**config.mk**
```make
export PLATFORM = sky130hd
export DESIGN_NAME = signed_integer_to_radix_chars_flat
export DESIGN_NICKNAME = d
export VERILOG_FILES = /design/src/rtl/sitrc_pkg.sv /design/src/rtl/sitrc_num_if.sv /design/src/rtl/sitrc_chr_if.sv /design/src/rtl/sitrc_dp.sv /design/src/rtl/sitrc_ctrl.sv /design/src/rtl/signed_integer_to_radix_chars.sv /design/src/flat_wrapper.sv
export SDC_FILE = /design/constraint.sdc
export NUM_CORES = 1
export LEC_CHECK = 0
export BUFFER_PORTS_ARGS = -buffer_cell sky130_fd_sc_hd__clkbuf_2
export CORE_ASPECT_RATIO = 0.5
export CORE_MARGIN = 3
export CORE_UTILIZATION = 25
export CTS_CLUSTER_DIAMETER = 80
export DETAILED_ROUTE_END_ITERATION = 16
export GPL_TIMING_DRIVEN = 0
export HOLD_SLACK_MARGIN = 0.02
export PLACE_DENSITY = 0.36
export SLEW_MARGIN = 20
export SYNTH_ARGS = -nofsm -noshare
export SYNTH_HDL_FRONTEND = slang
export SYNTH_SLANG_ARGS = --single-unit
```
**constraint.sdc**
```tcl
create_clock -name clk_i -period 7.12 [get_ports clk_i]
set_clock_uncertainty 0.05 [all_clocks]
set_input_delay 2.136 -clock clk_i [delete_from_list [all_inputs] [get_ports clk_i]]
set_output_delay 2.136 -clock clk_i [all_outputs]
set_load 0.05 [all_outputs]
```
**src/rtl/sitrc_pkg.sv**
```systemverilog
// sitrc_pkg: shared widths, character codes, controller states and the
// command and status structs between controller and datapath
// no dependencies
package sitrc_pkg;

  // field and register widths
  localparam int NumW      = 32;
  localparam int CharW     = 8;
  localparam int AlphaW    = 64;
  localparam int LenW      = 5;
  localparam int CfgIdxW   = 2;
  localparam int DigitW    = 4;
  localparam int MaxDigits = 32;
  localparam int CntW      = 6;
  localparam int StepW     = 5;

  // radix limits
  localparam int MaxRadix = 16;
  localparam int MinRadix = 2;

  // character codes
  localparam logic [CharW-1:0] SignMinus = 8'h2D;
  localparam logic [CharW-1:0] SignPlus  = 8'h2B;

  // configuration register indexes
  localparam logic [CfgIdxW-1:0] CfgAlphaLow  = 2'd0;
  localparam logic [CfgIdxW-1:0] CfgAlphaHigh = 2'd1;
  localparam logic [CfgIdxW-1:0] CfgBaseLen   = 2'd2;

  typedef enum logic [2:0] {
    ST_IDLE,
    ST_CHECK,
    ST_DIVIDE,
    ST_DIGIT,
    ST_SIGN,
    ST_EMIT
  } state_e;

  // controller to datapath
  typedef struct packed {
    logic load;
    logic chk_next;
    logic div_step;
    logic digit_store;
    logic emit_pop;
    logic sel_sign;
  } cmd_t;

  // datapath to controller
  typedef struct packed {
    logic chk_fail;
    logic chk_last;
    logic div_last;
    logic q_zero;
    logic neg;
    logic emit_last;
  } stat_t;

endpackage

```
**src/rtl/sitrc_num_if.sv**
```systemverilog
// sitrc_num_if: input channel carrying one signed number per beat
// depends on sitrc_pkg
interface sitrc_num_if;
  logic                              valid;
  logic                              ready;
  logic signed [sitrc_pkg::NumW-1:0] number;

  modport source (output valid, output number, input ready);
  modport sink (input valid, input number, output ready);
endinterface

```
**src/rtl/sitrc_chr_if.sv**
```systemverilog
// sitrc_chr_if: output channel carrying one character and its last flag per beat
// depends on sitrc_pkg
interface sitrc_chr_if;
  logic                        valid;
  logic                        ready;
  logic [sitrc_pkg::CharW-1:0] character;
  logic                        last;

  modport source (output valid, output character, output last, input ready);
  modport sink (input valid, input character, input last, output ready);
endinterface

```
**src/rtl/sitrc_dp.sv**
```systemverilog
// sitrc_dp: configuration registers, alphabet check, serial radix divider,
// digit store and character selection
// depends on sitrc_pkg
module sitrc_dp (
  input  logic                                 clk_i,
  input  logic                                 rst_ni,
  input  logic                                 cfg_we_i,
  input  logic [sitrc_pkg::CfgIdxW-1:0]        cfg_idx_i,
  input  logic [sitrc_pkg::AlphaW-1:0]         cfg_wdata_i,
  input  logic signed [sitrc_pkg::NumW-1:0]    number_i,
  input  sitrc_pkg::cmd_t                      cmd_i,
  output sitrc_pkg::stat_t                     stat_o,
  output logic [sitrc_pkg::CharW-1:0]          character_o,
  output logic                                 last_o
);

  logic [sitrc_pkg::AlphaW-1:0]   alpha_lo_q, alpha_hi_q;
  logic [sitrc_pkg::LenW-1:0]     base_len_q;
  logic                           neg_q, neg_d;
  logic [sitrc_pkg::NumW-1:0]     quo_q, quo_d, raw;
  logic [sitrc_pkg::DigitW-1:0]   rem_q, rem_d;
  logic [sitrc_pkg::StepW-1:0]    step_q, step_d;
  logic [sitrc_pkg::DigitW-1:0]   chk_idx_q, chk_idx_d;
  logic [sitrc_pkg::CntW-1:0]     nd_q, nd_d, nd_m1;
  logic [sitrc_pkg::DigitW-1:0]   digits_q [sitrc_pkg::MaxDigits];

  logic [2*sitrc_pkg::AlphaW-1:0] alpha;
  logic [sitrc_pkg::CharW-1:0]    sym_chk, sym_out;
  logic [sitrc_pkg::DigitW-1:0]   dig_out;
  logic                           len_bad, dup;
  logic [sitrc_pkg::LenW-1:0]     rem_t;
  logic                           rem_ge;

  assign alpha = {alpha_hi_q, alpha_lo_q};
  assign raw   = number_i;

  // configuration writes, index three is ignored
  always_ff @(posedge clk_i or negedge rst_ni) begin
    if (!rst_ni) begin
      alpha_lo_q <= '0;
      alpha_hi_q <= '0;
      base_len_q <= '0;
    end else if (cfg_we_i) begin
      unique case (cfg_idx_i)
        sitrc_pkg::CfgAlphaLow:  alpha_lo_q <= cfg_wdata_i;
        sitrc_pkg::CfgAlphaHigh: alpha_hi_q <= cfg_wdata_i;
        sitrc_pkg::CfgBaseLen:   base_len_q <= cfg_wdata_i[sitrc_pkg::LenW-1:0];
        default: ;
      endcase
    end
  end

  // alphabet check, one symbol per cycle against all later symbols in use
  assign sym_chk = alpha[chk_idx_q*sitrc_pkg::CharW +: sitrc_pkg::CharW];
  assign len_bad = (base_len_q < sitrc_pkg::LenW'(sitrc_pkg::MinRadix)) ||
                   (base_len_q > sitrc_pkg::LenW'(sitrc_pkg::MaxRadix));

  always_comb begin
    dup = 1'b0;
    for (int j = 0; j < 16; j++) begin
      if ((sitrc_pkg::LenW'(j) > {1'b0, chk_idx_q}) &&
          (sitrc_pkg::LenW'(j) < base_len_q) &&
          (alpha[j*sitrc_pkg::CharW +: sitrc_pkg::CharW] == sym_chk)) begin
        dup = 1'b1;
      end
    end
  end

  // one restoring division step, remainder stays below the radix
  assign rem_t  = {rem_q, quo_q[sitrc_pkg::NumW-1]};
  assign rem_ge = rem_t >= base_len_q;

  // next values of the working registers
  always_comb begin
    neg_d     = neg_q;
    quo_d     = quo_q;
    rem_d     = rem_q;
    step_d    = step_q;
    chk_idx_d = chk_idx_q;
    nd_d      = nd_q;
    if (cmd_i.load) begin
      neg_d     = raw[sitrc_pkg::NumW-1];
      quo_d     = raw[sitrc_pkg::NumW-1] ? (sitrc_pkg::NumW'(0) - raw) : raw;
      rem_d     = '0;
      step_d    = '0;
      chk_idx_d = '0;
      nd_d      = '0;
    end
    if (cmd_i.chk_next) begin
      chk_idx_d = chk_idx_q + 1'b1;
    end
    if (cmd_i.div_step) begin
      quo_d  = {quo_q[sitrc_pkg::NumW-2:0], rem_ge};
      rem_d  = rem_ge ? sitrc_pkg::DigitW'(rem_t - base_len_q)
                      : rem_t[sitrc_pkg::DigitW-1:0];
      step_d = step_q + 1'b1;
    end
    if (cmd_i.digit_store) begin
      rem_d  = '0;
      step_d = '0;
      nd_d   = nd_q + 1'b1;
    end
    if (cmd_i.emit_pop) begin
      nd_d = nd_m1;
    end
  end

  // control counters
  always_ff @(posedge clk_i or negedge rst_ni) begin
    if (!rst_ni) begin
      step_q    <= '0;
      chk_idx_q <= '0;
      nd_q      <= '0;
    end else begin
      step_q    <= step_d;
      chk_idx_q <= chk_idx_d;
      nd_q      <= nd_d;
    end
  end

  // payload registers
  always_ff @(posedge clk_i) begin
    neg_q <= neg_d;
    quo_q <= quo_d;
    rem_q <= rem_d;
    if (cmd_i.digit_store) begin
      digits_q[nd_q[sitrc_pkg::StepW-1:0]] <= rem_q;
    end
  end

  // character selection, digits come out most significant first
  assign nd_m1   = nd_q - 1'b1;
  assign dig_out = digits_q[nd_m1[sitrc_pkg::StepW-1:0]];
  assign sym_out = alpha[dig_out*sitrc_pkg::CharW +: sitrc_pkg::CharW];

  assign character_o = cmd_i.sel_sign ? sitrc_pkg::SignMinus : sym_out;
  assign last_o      = !cmd_i.sel_sign && stat_o.emit_last;

  // status
  assign stat_o.chk_fail  = len_bad || dup || (sym_chk == sitrc_pkg::SignMinus) ||
                            (sym_chk == sitrc_pkg::SignPlus);
  assign stat_o.chk_last  = {1'b0, chk_idx_q} == (base_len_q - 1'b1);
  assign stat_o.div_last  = step_q == {sitrc_pkg::StepW{1'b1}};
  assign stat_o.q_zero    = quo_q == '0;
  assign stat_o.neg       = neg_q;
  assign stat_o.emit_last = nd_q == sitrc_pkg::CntW'(1);

endmodule

```
**src/rtl/sitrc_ctrl.sv**
```systemverilog
// sitrc_ctrl: state machine that sequences check, division, digit store
// and character beats; drives the channel handshakes
// depends on sitrc_pkg
module sitrc_ctrl (
  input  logic             clk_i,
  input  logic             rst_ni,
  input  logic             in_valid_i,
  output logic             in_ready_o,
  output logic             out_valid_o,
  input  logic             out_ready_i,
  input  sitrc_pkg::stat_t stat_i,
  output sitrc_pkg::cmd_t  cmd_o
);

  sitrc_pkg::state_e state_q, state_d;

  // state register
  always_ff @(posedge clk_i or negedge rst_ni) begin
    if (!rst_ni) begin
      state_q <= sitrc_pkg::ST_IDLE;
    end else begin
      state_q <= state_d;
    end
  end

  // next state
  always_comb begin
    state_d = state_q;
    unique case (state_q)
      sitrc_pkg::ST_IDLE: begin
        if (in_valid_i) state_d = sitrc_pkg::ST_CHECK;
      end
      sitrc_pkg::ST_CHECK: begin
        priority if (stat_i.chk_fail) state_d = sitrc_pkg::ST_IDLE;
        else if (stat_i.chk_last) state_d = sitrc_pkg::ST_DIVIDE;
        else state_d = sitrc_pkg::ST_CHECK;
      end
      sitrc_pkg::ST_DIVIDE: begin
        if (stat_i.div_last) state_d = sitrc_pkg::ST_DIGIT;
      end
      sitrc_pkg::ST_DIGIT: begin
        priority if (!stat_i.q_zero) state_d = sitrc_pkg::ST_DIVIDE;
        else if (stat_i.neg) state_d = sitrc_pkg::ST_SIGN;
        else state_d = sitrc_pkg::ST_EMIT;
      end
      sitrc_pkg::ST_SIGN: begin
        if (out_ready_i) state_d = sitrc_pkg::ST_EMIT;
      end
      sitrc_pkg::ST_EMIT: begin
        if (out_ready_i && stat_i.emit_last) state_d = sitrc_pkg::ST_IDLE;
      end
      default: state_d = sitrc_pkg::ST_IDLE;
    endcase
  end

  // outputs
  always_comb begin
    cmd_o       = '0;
    in_ready_o  = 1'b0;
    out_valid_o = 1'b0;
    unique case (state_q)
      sitrc_pkg::ST_IDLE: begin
        in_ready_o = 1'b1;
        cmd_o.load = in_valid_i;
      end
      sitrc_pkg::ST_CHECK:  cmd_o.chk_next = 1'b1;
      sitrc_pkg::ST_DIVIDE: cmd_o.div_step = 1'b1;
      sitrc_pkg::ST_DIGIT:  cmd_o.digit_store = 1'b1;
      sitrc_pkg::ST_SIGN: begin
        out_valid_o    = 1'b1;
        cmd_o.sel_sign = 1'b1;
      end
      sitrc_pkg::ST_EMIT: begin
        out_valid_o    = 1'b1;
        cmd_o.emit_pop = out_ready_i;
      end
      default: ;
    endcase
  end

`ifndef ASSERT_OFF
  a_one_side: assert property (@(posedge clk_i) disable iff (!rst_ni)
    in_ready_o |-> !out_valid_o)
    else $error("input ready while a character beat is offered");

  a_last_ends: assert property (@(posedge clk_i) disable iff (!rst_ni)
    (state_q == sitrc_pkg::ST_EMIT && out_ready_i && stat_i.emit_last) |=> in_ready_o)
    else $error("not ready for a new number after the last character");

  a_div_holds: assert property (@(posedge clk_i) disable iff (!rst_ni)
    (state_q == sitrc_pkg::ST_DIVIDE && !stat_i.div_last) |=>
      state_q == sitrc_pkg::ST_DIVIDE)
    else $error("division left before its last step");

  a_bad_alpha: assert property (@(posedge clk_i) disable iff (!rst_ni)
    (state_q == sitrc_pkg::ST_CHECK && stat_i.chk_fail) |=> in_ready_o && !out_valid_o)
    else $error("invalid alphabet did not drop the number");
`endif

endmodule

```
**src/rtl/signed_integer_to_radix_chars.sv**
```systemverilog
// signed_integer_to_radix_chars: top level, signed number to radix characters
// depends on sitrc_pkg, sitrc_num_if, sitrc_chr_if, sitrc_ctrl, sitrc_dp
//
//   channel   dir   payload                 per number
//   num_i     in    number[31:0] signed     one beat
//   chr_o     out   character[7:0], last    0 to 33 beats
//   cfg_*     in    idx[1:0], wdata[63:0]   write only, no stall
//
// per number: the symbol check over the radix, one symbol a cycle, then for each
// digit 32 serial division steps plus a store, then the character beats, each
// held while the output stalls
// an invalid alphabet ends the number after the check with no beats
// reset clears state and configuration to zero; output stalls hold the beat
// one number at a time: num_i is not ready until the last beat is taken
module signed_integer_to_radix_chars (
  input  logic                          clk_i,
  input  logic                          rst_ni,
  input  logic                          cfg_we_i,
  input  logic [sitrc_pkg::CfgIdxW-1:0] cfg_idx_i,
  input  logic [sitrc_pkg::AlphaW-1:0]  cfg_wdata_i,
  sitrc_num_if.sink                     num_i,
  sitrc_chr_if.source                   chr_o
);

  sitrc_pkg::cmd_t  cmd;
  sitrc_pkg::stat_t stat;

  // sequencing and handshakes
  sitrc_ctrl u_ctrl (
    .clk_i       (clk_i),
    .rst_ni      (rst_ni),
    .in_valid_i  (num_i.valid),
    .in_ready_o  (num_i.ready),
    .out_valid_o (chr_o.valid),
    .out_ready_i (chr_o.ready),
    .stat_i      (stat),
    .cmd_o       (cmd)
  );

  // registers, divider and character selection
  sitrc_dp u_dp (
    .clk_i       (clk_i),
    .rst_ni      (rst_ni),
    .cfg_we_i    (cfg_we_i),
    .cfg_idx_i   (cfg_idx_i),
    .cfg_wdata_i (cfg_wdata_i),
    .number_i    (num_i.number),
    .cmd_i       (cmd),
    .stat_o      (stat),
    .character_o (chr_o.character),
    .last_o      (chr_o.last)
  );

endmodule

```
**src/flat_wrapper.sv**
```systemverilog
// flat-port wrapper written by rule: the top's interface ports become plain ports
module signed_integer_to_radix_chars_flat 
  (clk_i, rst_ni, cfg_we_i, cfg_idx_i, cfg_wdata_i, num_i_valid, num_i_number, num_i_ready, chr_o_valid, chr_o_character, chr_o_last, chr_o_ready);
  sitrc_num_if num_i_i ();
  sitrc_chr_if chr_o_i ();
  input  logic clk_i;
  input  logic rst_ni;
  input  logic cfg_we_i;
  input  logic [sitrc_pkg::CfgIdxW-1:0] cfg_idx_i;
  input  logic [sitrc_pkg::AlphaW-1:0] cfg_wdata_i;
  input wire logic [$bits(num_i_i.valid)-1:0] num_i_valid;
  input wire logic [$bits(num_i_i.number)-1:0] num_i_number;
  output wire logic [$bits(num_i_i.ready)-1:0] num_i_ready;
  output wire logic [$bits(chr_o_i.valid)-1:0] chr_o_valid;
  output wire logic [$bits(chr_o_i.character)-1:0] chr_o_character;
  output wire logic [$bits(chr_o_i.last)-1:0] chr_o_last;
  input wire logic [$bits(chr_o_i.ready)-1:0] chr_o_ready;
  assign num_i_i.valid = num_i_valid;
  assign num_i_i.number = num_i_number;
  assign num_i_ready = num_i_i.ready;
  assign chr_o_valid = chr_o_i.valid;
  assign chr_o_character = chr_o_i.character;
  assign chr_o_last = chr_o_i.last;
  assign chr_o_i.ready = chr_o_ready;
  signed_integer_to_radix_chars u_core (.clk_i(clk_i), .rst_ni(rst_ni), .cfg_we_i(cfg_we_i), .cfg_idx_i(cfg_idx_i), .cfg_wdata_i(cfg_wdata_i), .num_i(num_i_i), .chr_o(chr_o_i));
endmodule
```
Yosys cells after proc, flatten, opt, wreduce, memory -nomap -nowiden --
Memory sizes are Yosys's and may differ from the RTL's. Index checks and enable logic that the tools add are counted.
Cells by class: add/subtract/negate cells 7, order comparisons 33, equal/unequal tests 31, shifts and indexed selects 2, multiplexer cells 48, reduce and logical (&&, ||, !) cells 49
Operators with widths (count):
- variable part select 128 x 8 -> 8 bit | 2
- equality test 8 bit | 15
- 2-to-1 mux 32 bit | 3
- less-than comparator 4 x 5 -> 1 bit, first input constant | 8
- greater-than comparator 4 bit, first input constant | 8
- logical AND 1 bit | 32
- logical NOT 32 bit | 1
- subtractor 1 x 32 -> 32 bit, first input constant | 1
- 2-to-1 mux 1 bit | 26
- less-than comparator 3 x 5 -> 1 bit, first input constant | 4
- 2-to-1 mux 6 bit | 3
- one-hot mux 3 bit (6 select lines) | 1
- equality test 8 x 6 -> 1 bit, second input constant | 2
- greater-than comparator 3 x 4 -> 1 bit, first input constant | 4
- 2-to-1 mux 4 bit | 4
- 2-to-1 mux 3 bit | 5
- 2-to-1 mux 5 bit | 3
- less-than comparator 2 x 5 -> 1 bit, first input constant | 2
- greater-than comparator 2 x 4 -> 1 bit, first input constant | 2
- 2-to-1 mux 8 bit | 1
- adder 6 x 1 -> 6 bit, second input constant | 1
- equality test 3 x 2 -> 1 bit, second input constant | 2
- equality test 3 bit, second input constant | 2
- equality test 6 x 1 -> 1 bit, second input constant | 1
- 27 further kinds | 37
Word-level totals: register bits 188, bits in writable memories 128, input port bits 103, output and inout bits 11, word-level logic and storage cells 181, memories 1
Memory list:
- u_core.u_dp.digits_q | depth 32, width 4, read ports 1, clocked after Yosys merged registers in 0, wr ports 1, RTL line sitrc_dp.sv:25 | logic [sitrc_pkg::DigitW-1:0] digits_q [sitrc_pkg::MaxDigits];

Longest topological paths before layout --
depth after elaboration 23, gate-level depth with buffers 18, mapped depth without buffers 12

Modules after synthesis --
A second synthesis with hierarchy kept.
Second synthesis, totals: cell total of the unflattened synthesis 1480, area, all modules 18111.1 um2
Modules (own cells, without submodules):
- sitrc_dp | times used 1, cells an instance 1448, area an instance 17875.9 um2, seq. area each 8618.3 um2
- sitrc_ctrl | times used 1, cells an instance 32, area an instance 235.2 um2, seq. area each 75.1 um2

Worst setup path after synthesis --
Ideal clock, no wire load.
kind register to output, start register u_core.u_dp.nd_q[0] in the netlist's numbering, end output port chr_o_character[6], arrival 5.098 ns, data required time 4.934 ns, setup slack -0.164 ns, cell stages (with the launch flop) 17, buffers on the path 7, cells stage by stage dfrtp_1 -> buf_6 -> buf_6 -> buf_1 -> inv_1 -> ha_1 -> clkbuf_1 -> buf_2 -> buf_2 -> mux4_2 -> mux4_2 -> mux2i_4 -> buf_4 -> a211oi_1 -> a211oi_1 -> a21oi_1 -> a211oi_1
Between the ends: longest elaborated chain between the ends 4
Ends and longest elaborated chain:
- start, declared | RTL line sitrc_dp.sv:24 | logic [sitrc_pkg::CntW-1:0] nd_q, nd_d, nd_m1;
- start signal, assigned | RTL line sitrc_dp.sv:117 | nd_q <= nd_d;
- subtractor 6 x 1 -> 6 bit | RTL line sitrc_dp.sv:132 | assign nd_m1 = nd_q - 1'b1;
- memory (32 x 4 bit)
- variable part select 128 x 8 -> 8 bit | RTL line sitrc_dp.sv:134 | assign sym_out = alpha[dig_out*sitrc_pkg::CharW +: sitrc_pkg::CharW];
- 2-to-1 mux 8 bit | RTL line sitrc_dp.sv:136 | assign character_o = cmd_i.sel_sign ? sitrc_pkg::SignMinus : sym_out;
- end, declared | RTL line flat_wrapper.sv:15 | output wire logic [$bits(chr_o_i.character)-1:0] chr_o_character;
No other way between the ends.

Worst setup path in the final report --
start register u_core.u_dp.nd_q[0] in the netlist's numbering, end output port chr_o_character[4]
The elaborated chain is that of the path after synthesis.

==> out/metrics.yaml <==
clocking:
  cts_tree: "built"
  cts.htree.levels: 2
  cts.path.max_buffers: 3
  cts_num_sinks: 316
  path_clk_slew_ns: 0.06
  ctsRootBufferMaster: "clkbuf_16"
  cts_buffers: 35
  insertion_delay_ns: 0.57
logic_synthesis:
  synth_most_common_cell: "edfxtp_1"
  synthMuxAreaShare: 0.211
  ys_seq_area_frac: 0.478
  synth_compound_gate_area_share: 0.0939
  synthCells: 1472
  synth_seq_cells: 316
  synth_top_area_cell: "edfxtp_1"
  synth_edf_count: 161
  yosys.area.top_type_share: 0.266
  synth-simple-area-share: 0.0888
  synth_top_family_by_area: "multiplexers"
  synthAdderAreaFrac: 0.0142
  yosys_warnings: 0
  synthDistinctLibCells: 81
  synth-xor-area-share: 0.0798
  synth_flop_cell: "edfxtp_1"
  synth_nets: 1595
  synthArstFlopShare: 0.478
  syn_area_um2: 18200
  yosys-top-cells-count: "edfxtp_1, dfrtp_1, mux2_2, nand2_1, xor2_1"
  synthTopCellsByArea: "edfxtp_1, dfrtp_1, mux2_2"
  syn_area_per_cell_um2: 12.4
critical_path:
  cp-start-kind: "flip-flop"
  worstPathArrival_ns: 4.82
  cp_max_fo: 10
  cp.required_ns: 4.93
  critPathKind: "reg -> out"
  critPathCaptureType: "primary output"
detailed_routing:
  drtIter0Drc: 979
  vias: 12900
  wl_per_cell_um: 25.6
  drt_wl_total_um: 67300
  drc: 0
  final_antenna_net_count: 0
  drt-vias-per-instance: 4.92
  drt_pass1_iterations: 5
floorplan:
  ioPinCount: 114
  die_area_um2: 76200
  core_um2: 71500
  die_w_um: 387
  core.rowCount: 69
  die-height_um: 197
  initial_utilization: 0.254
outcome:
  status: "finished, final reports clean"
cells_and_area:
  drive_above_1_share: 0.296
  antenna_cells: 0
  areaGrowthSynthToFinish_pct: 19.6
  nNetsFinal: 1768
  post-route-util: 0.304
  final_area_um2: 21800
placement:
  pre_cts_ws_ns: -2.39
  numPortBuffers: 113
  dpl-instance-area_um2: 20000
  gp_congestion: 0.952
  dp_hpwl_um: 49700
sta:
  rsz0062_at_grt: "no"
  holdWs_ns: 0.447
  period_minus_slack_ns: 7.01
  fin_ws_ns: 0.114
  relSlewSlack: 0.259
  slew_viol_final: 0
  fin_crit_sh: 0.984
  max_freq_ghz: 0.143
  setup_violations: 0
  finalHoldViolations: 0
  tightest_slew_ns: 1.11
grt:
  grt_pass1_wl_um: 97900
  grt_overflow: 0
  grt_usage: 0.175
  grt_pass1_vias: 13200
  grt_start_max_net_pins: 79
  antenna_found_initial: 0
hold_path:
  hp-class: "reg -> reg"
run:
  cap_violations: 0
## area by class of cell
class / instances / area (um^2)
fill: 7306 / 49700
clock buffer: 41 / 938
inverter: 18 / 71.3
sequential: 316 / 8700
buffer: 95 / 691
multi-input combinational: 1042 / 9000
clock inverter: 22 / 293
timing repair buffer: 137 / 867
tap: 958 / 1200
## kinds of logic (layout without fill, tap and decap cells)
| family | Yosys count | after routing |
|---|---|---|
| and+or+nand+nor | 323 | 323 |
| DFF | 316 | 316 |
| muxes | 271 | 271 |
| AOI/OAI and AO/OA | 264 | 264 |
| xor gates and xnor gates | 164 | 164 |
| buffers and inverters | 114 | 313 |
| adders and majority gates | 20 | 20 |
## per-stage QoR
stage / TNS (ns) / cells
after floorplan: 0 / 1472
after global placement: -18.51 / 2543
after detailed placement: -18.16 / 2546
after CTS: 0 / 2624
after global routing: 0 / 2629
final: 0 / 2629
## layer usage
| metal | GRT usage | wire length, um |
|---|---|---|
| met4 | 0.0371 | 1270 |
| met3 | 0.0276 | 2960 |
| met5 | 0 | 0 |
| met1 | 0.251 | 32100 |
| met2 | 0.282 | 31000 |
## placed cells by master (no fill, tap or decap), types with 11 or more instances in the layout
cell / count
nand3_1: 19
o21ai_0: 78
nand2_1: 95
mux2i_1: 54
nor2b_1: 35
or3_1: 12
buf_4: 34
nor3_1: 17
clkbuf_16: 35
ha_1: 18
xnor2_1: 75
xor2_1: 87
dfrtp_1: 150
nor2_1: 66
mux4_2: 56
edfxtp_1: 161
a31oi_1: 11
nor4_1: 24
a21oi_1: 48
a211oi_1: 36
buf_6: 13
inv_1: 15
clkbuf_2: 108
clkbuf_8: 11
nand4_1: 12
mux2_2: 138
clkbuf_1: 47
## repair_timing
action | CTS | global route
hold buffers | 0 | 0
setup buffers | 16 | 5
endpoints found under the setup margin | 8 | 8
pin swaps | 6 | 0
resized for setup | 80 | 0
## final timing paths
check / endpoint / cells after the start / startpoint / slack [ns]
min in group asynchronous: u_core.u_dp.alpha_hi_q[39] / 1 / rst_ni / 1.54
max: chr_o_character[4] / 17 / u_core.u_dp.nd_q[0] / 0.11
min: u_core.u_dp.nd_q[5] / 1 / u_core.u_dp.nd_q[5] / 0.45
max in group asynchronous: u_core.u_dp.nd_q[0] / 2 / rst_ni / 4.61
min reg2reg: u_core.u_dp.nd_q[5] / 1 / u_core.u_dp.nd_q[5] / 0.45
max reg2reg: u_core.u_ctrl.state_q[0] / 12 / u_core.u_dp.chk_idx_q[3] / 2.96
## worst max-delay path: stages (launching register included)
cell	delay, ns
dfrtp_2	0.40
buf_12	0.12
buf_12	0.15
buf_12	0.17
clkinvlp_4	0.13
ha_4	0.32
buf_8	0.17
mux4_2	0.35
mux4_2	0.53
mux2i_4	0.28
buf_4	0.18
buf_8	0.12
buf_8	0.20
mux2i_1	0.12
a211oi_2	0.32
a21oi_1	0.09
a211oi_2	0.31
clkbuf_8	0.26
## registers in the layout, indices dropped and copies added (netlist names)
register and count:
u_core.u_dp.digits_q 128, u_core.u_dp.alpha_hi_q 64, u_core.u_dp.alpha_lo_q 64, u_core.u_dp.quo_q 32, u_core.u_dp.nd_q 6, u_core.u_dp.base_len_q 5
u_core.u_dp.step_q 5, u_core.u_dp.chk_idx_q 4, u_core.u_dp.rem_q 4, u_core.u_ctrl.state_q 3, u_core.u_dp.neg_q 1
Power is not shown: default switching activity piles up to over one toggle a cycle in this logic, so the estimate is an artifact.
